**src/rtl/core/tpad_pkg.sv**
```systemverilog
// Shared types, codes and constants of the three point angle core.
`default_nettype none

package tpad_pkg;

    // Result status codes.
    typedef enum logic [1:0] {
        STATUS_OK        = 2'd0,
        STATUS_MISSING   = 2'd1,
        STATUS_BOTH_ZERO = 2'd2,
        STATUS_ONE_ZERO  = 2'd3
    } status_t;

    // Angle presentation modes.
    localparam logic [1:0] MODE_MINIMAL  = 2'd0;
    localparam logic [1:0] MODE_POSITIVE = 2'd1;
    localparam logic [1:0] MODE_SIGNED   = 2'd2;

    // Configuration register indexes.
    localparam logic [1:0] REG_MODE   = 2'd0;
    localparam logic [1:0] REG_AXIS_X = 2'd1;
    localparam logic [1:0] REG_AXIS_Y = 2'd2;
    localparam logic [1:0] REG_AXIS_Z = 2'd3;

    // Port widths fixed by the item format.
    localparam int PORT_W   = 32;
    localparam int ANGLE_W  = 18;

    // Datapath widths.
    localparam int SC_W     = 31;  // scaled leg component, magnitude below 2^30
    localparam int PR_W     = 62;  // product of two scaled components
    localparam int DOT_W    = 64;  // sum of three products
    localparam int CP_W     = 63;  // difference of two products
    localparam int CX_W     = 32;  // cross component after the shift by 30
    localparam int C_W      = 33;  // cosine term after the shift by 30
    localparam int SQ_W     = 63;  // square of a cross component
    localparam int Q_W      = 64;  // squared cross length
    localparam int ROOT_W   = 32;  // its square root
    localparam int SHIFT30  = 30;
    localparam int NORM_HI  = 30;  // scaled legs land in [2^29, 2^30)
    localparam int NORM_LO  = 29;

    // Rotation unit.
    localparam int CORDIC_STEPS = 23;
    localparam int CORDIC_W     = 36;
    localparam int ACC_FRAC     = 16;
    localparam int ACC_W        = 26;
    localparam int RES_W        = 27;
    localparam logic signed [ACC_W-1:0] ACC_QUARTER = ACC_W'(90) <<< ACC_FRAC;
    localparam logic signed [ACC_W-1:0] ACC_HALF    = ACC_W'(180) <<< ACC_FRAC;

    // atan(2^-i) in degrees, 16 fraction bits.
    localparam logic signed [ACC_W-1:0] ATAN_TAB [CORDIC_STEPS] = '{
        26'sd2949120, 26'sd1740967, 26'sd919879, 26'sd466945, 26'sd234379,
        26'sd117304, 26'sd58666, 26'sd29335, 26'sd14668, 26'sd7334,
        26'sd3667, 26'sd1833, 26'sd917, 26'sd458, 26'sd229, 26'sd115,
        26'sd57, 26'sd29, 26'sd14, 26'sd7, 26'sd4, 26'sd2, 26'sd1
    };

    // Pipeline depths.
    localparam int FRONT_LAT  = 8;
    localparam int SQRT_LAT   = ROOT_W;
    localparam int CORDIC_LAT = CORDIC_STEPS + 1;
    localparam int TOTAL_LAT  = FRONT_LAT + SQRT_LAT + CORDIC_LAT + 1;

    // Control that travels beside the data.
    typedef struct packed {
        logic    valid;
        status_t status;
        logic    neg;
    } meta_t;

    // Shift right with truncation toward zero.
    function automatic logic signed [CORDIC_W-1:0] cordic_shr(
        input logic signed [CORDIC_W-1:0] v,
        input int k
    );
        logic [CORDIC_W-1:0] m;
        m = v[CORDIC_W-1] ? CORDIC_W'(-v) : CORDIC_W'(v);
        m = m >> k;
        return v[CORDIC_W-1] ? CORDIC_W'(-m) : m;
    endfunction

endpackage

`default_nettype wire

```
**src/rtl/core/tpad_isqrt.sv**
```systemverilog
// Pipelined integer square root, one result bit per stage.
`default_nettype none

module tpad_isqrt (
    input  wire logic                        clk,
    input  wire logic [tpad_pkg::Q_W-1:0]    q,
    output logic      [tpad_pkg::ROOT_W-1:0] root
);
    import tpad_pkg::*;

    localparam int TR_W = Q_W + 2;

    logic [Q_W-1:0]    rem_reg  [SQRT_LAT];
    logic [ROOT_W-1:0] root_reg [SQRT_LAT];
    logic [Q_W-1:0]    rem_in   [SQRT_LAT];
    logic [ROOT_W-1:0] root_in  [SQRT_LAT];
    logic [TR_W-1:0]   trial_c  [SQRT_LAT];
    logic              take_c   [SQRT_LAT];

    // Stage k decides root bit ROOT_W-1-k against the running remainder.
    always_comb
    begin
        for (int k = 0; k < SQRT_LAT; k++)
        begin
            rem_in[k]  = (k == 0) ? q : rem_reg[(k == 0) ? 0 : k - 1];
            root_in[k] = (k == 0) ? '0 : root_reg[(k == 0) ? 0 : k - 1];
            trial_c[k] = (TR_W'(root_in[k]) << (ROOT_W - k))
                       | (TR_W'(1) << (2 * (ROOT_W - 1 - k)));
            take_c[k]  = TR_W'(rem_in[k]) >= trial_c[k];
        end
    end

    always_ff @(posedge clk)
    begin
        for (int k = 0; k < SQRT_LAT; k++)
        begin
            if (take_c[k])
            begin
                rem_reg[k]  <= rem_in[k] - trial_c[k][Q_W-1:0];
                root_reg[k] <= root_in[k] | (ROOT_W'(1) << (ROOT_W - 1 - k));
            end
            else
            begin
                rem_reg[k]  <= rem_in[k];
                root_reg[k] <= root_in[k];
            end
        end
    end

    assign root = root_reg[SQRT_LAT-1];

endmodule

`default_nettype wire

```
**config.mk**
```make
export PLATFORM = sky130hd
export DESIGN_NAME = tpad_isqrt
export DESIGN_NICKNAME = d
export VERILOG_FILES = /design/src/rtl/core/tpad_pkg.sv /design/src/rtl/core/tpad_isqrt.sv
export SDC_FILE = /design/constraint.sdc
export NUM_CORES = 2
export LEC_CHECK = 0
export ABC_CLOCK_PERIOD_IN_PS = 3600
export BUFFER_PORTS_ARGS = -buffer_cell sky130_fd_sc_hd__buf_2
export CAP_MARGIN = 15
export CORE_MARGIN = 2
export CORE_UTILIZATION = 56
export DETAILED_ROUTE_END_ITERATION = 7
export GPL_TIMING_DRIVEN = 0
export PLACE_DENSITY_LB_ADDON = 0.2
export SLEW_MARGIN = 25
export SYNTH_ARGS = -nofsm -noshare
export SYNTH_HDL_FRONTEND = slang
export SYNTH_SLANG_ARGS = --single-unit
```
**constraint.sdc**
```tcl
create_clock -name clk -period 3.6 [get_ports clk]
set_input_delay 0.72 -clock clk [delete_from_list [all_inputs] [get_ports clk]]
set_output_delay 0.72 -clock clk [all_outputs]
set_load 0.02 [all_outputs]
```
==> flow_summary_export.csv <==
group,metric,value,unit
run_status,outcome,"completed",
synth,synth_edf_count,0,
clocking,clkSlewWorstSetupHoldPaths,0.07,ns
sta,layout_setup_ws,0.0457,ns
sta,finalCriticalPeriod,3.55,ns
clocking,htreeDepth,4,
synth,synth_flop_cell,"dfxtp_1",
drt,wirelength_met1,118000,um
final_layout,drive_above_1_share,11.6,%
placement,pre_cts_ws,-1.16,ns
floorplan,die_w,414,um
final_layout,largest_reg_flops,1984,
placement,gp_congestion,0.951,
final_layout,final_nets,10504,
global_route,grt_pass1_wl,380000,um
final_layout,layout.cells.non_filler,12305,
drt,drt_iter0_markers,5183,
setup_path,cp_max_fo,4,
sta,rsz0062_at_grt,"yes",
clocking,cts.path.max_buffers,3,
synth,ys_async_sr_fraction,0,%
drt,wire_per_inst,20.2,um
placement,hpwl,190000,um
sta,worstMarginPinSlew,1.01,ns
synth,yosysWarnings,0,
synth,ys_seq_area_share,53.3,%
global_route,grt_pass1_vias,67452,
sta,finalSetupViolCount,0,
sta,finalHoldViolCount,0,
drt,routed_wirelength,249000,um
placement,dp.cells,11723,
sta,fmaxAchievable,0.281,GHz
floorplan,dieArea,0.172,mm2
drt,wl_met2,113000,um
floorplan,rows,150,
sta,finClkSkew,0.0930,ns
pwr,powerDensity,813,mW/mm2
synth,avgSynthCellArea,10.0,um2
clocking,cts_tree,"built",
final_layout,most-common-layout-cells,"dfxtp_1, inv_1, nor2_1",
synth,ys_types,87,
drt,wl_met3,13200,um
clocking,cts.sink_count,2512,
setup_path,cp.required,4.36,ns
final_layout,syn2layout_area_growth,16.7,%
global_route,grtUsageTotal,27.9,%
floorplan,ios,97,
sta,drv_slew,0,
clocking,cts_buffers,237,
floorplan,coreArea,0.167,mm2
synth,synth_nets,10045,
pwr,p_leak,50.0,nW
setup_path,cp-end-kind,"register",
drt,num_vias,69428,
drt,drc,0,
clocking,cts_root_buffer,"clkbuf_16",
worst_hold_path,min_path_type,"primary input to register",
setup_path,crit_path_start_kind,"register",
floorplan,start_util,56.4,%
final_layout,layout_commonest_cell,"dfxtp_1",
drt,ant_nets,0,
global_route,grt_max_degree,22,
sta,holdWs,0.0976,ns
floorplan,die_h,414,um
placement,portBuffers,96,
global_route,antenna_found_initial,8,
sta,period_share,98.7,%
global_route,gr-total-overflow,0,
drt,dr.pass1.iters,6,
clocking,clk_latency,0.91,ns
run,maxCapViolCount,0,
pwr,max-vdd-ir-drop,0.000570,V
drt,top_layer,"met4",
synth,netlist_area,0.0943,mm2
drt,via_per_inst,5.64,
synth,ys_ff_latch,2512,
setup_path,critical_path_class,"register to register",
setup_path,arrival,4.32,ns
synth,syn_inst,9422,
sta,max_slew_margin,31.7,%
area by class of cell:
cell class              count  area (um2)
well taps                2204        2760
multi-input cells        6038       42800
plain buffers             141         677
fillers                 13238       57200
clock buffers             298        6570
flip-flops and latches   2512       50300
repair buffers            255        1840
diodes                      5        12.5
inverters                 696        2630
clock inverters           156        2360
metal layers:
| layer | vias up | GRT usage [%] |
|---|---|---|
| met1 | 33451 | 39.7 |
| met3 | 363 | 4.09 |
| met5 | - | 0 |
| met2 | 1823 | 44.7 |
| li1 | 33791 | - |
| met4 | 0 | 6.48 |
cells by family (layout without fill, tap and decap cells):
logic type / count (synthesis) / count (layout) / synth area share [%]
AND/OR/NAND/NOR: 2736 / 2736 / 14.9
flip-flops: 2512 / 2512 / 53.3
adder cells (fa/ha/maj): 558 / 558 / 7.40
multiplexers: 83 / 83 / 0.978
AO/OA/AOI/OAI: 1785 / 1785 / 11.7
XOR/XNOR: 876 / 876 / 8.14
buffers and inverters: 872 / 1546 / 3.50
other: 0 / 5 / 0
per-stage QoR:
stage	setup TNS, ns	util (%)	total power, mW	cell area (um2)
after floorplan	0	-	53.6	94300
after global placement	-239.55	58.3	60.0	97500
after detailed placement	-235.79	58.4	60.3	97600
after CTS	-0.00287	64.6	88.3	108000
after global routing	-0.621	65.8	93.9	110000
final	0	65.8	89.4	110000
synth_stat cells (19+ instances only):
cell type  instances  area, um2
or4_1             85        638
nor2b_1           74        463
nor3_1           263       1320
or3_1             91        569
a21oi_1          572       2860
nor4_1           342       2140
nand3_1          152        761
mux2_2            73        822
xor2_1           433       3790
o21a_1            96        721
nor4b_1           46        403
ha_1             558       6980
a31oi_1           54        338
nand2_1          608       2280
clkbuf_1         143        537
nand2b_1          89        557
or2_2             33        206
and4_1            19        166
o31ai_1           47        353
o211ai_1          29        218
inv_1            688       2580
nand4b_1          19        166
nand4_1          142        888
a211oi_1          39        293
nand3b_1          34        255
dfxtp_1         2512      50300
o21bai_1          58        435
and2_1            32        200
xnor2_1          443       3880
and3_1            45        282
nor3b_1           26        195
o21ai_0          443       2220
a21o_1           234       1760
nor2_1           603       2260
worst max-delay path, cell delays in order, from the launching register on:
cell	delay, ns
dfxtp_2	0.34
inv_2	0.05
ha_4	0.27
nand4_1	0.16
or4_4	0.61
nor4_4	0.35
nand2_2	0.16
and4_1	0.24
o211ai_1	0.18
buf_4	0.18
nand4b_1	0.11
or4_4	0.45
a31oi_4	0.16
xor2_1	0.20
power breakdown:
part / switching, mW / internal [mW] / total (mW) / leakage (nW)
Sequential: 5.68 / 34.1 / 39.8 / 21.0
Combinational: 12.2 / 9.93 / 22.2 / 24.6
Clock: 11.2 / 16.3 / 27.5 / 4.29
Total: 29.1 / 60.3 / 89.4 / 50.0
timing repair:
action,CTS,global route
endpoints found under the setup margin,604,516
pin swaps,27,77
resized for setup,204,322
hold buffers,62,0
endpoints found under the hold margin,62,0
setup buffers,27,69
final timing paths:
path	endpoint	cells past startpoint	from	slack, ns
worst min-delay path	rem_reg[0][63]	3	q[63]	0.1
worst max register to register	rem_reg[1][701]	13	root_reg[1][314]	0.05
worst min register to register	root_reg[1][428]	0	root_reg[1][396]	0.29
worst max-delay path	rem_reg[1][701]	13	root_reg[1][314]	0.05
Note: power is estimated with default switching activity, not from simulation.
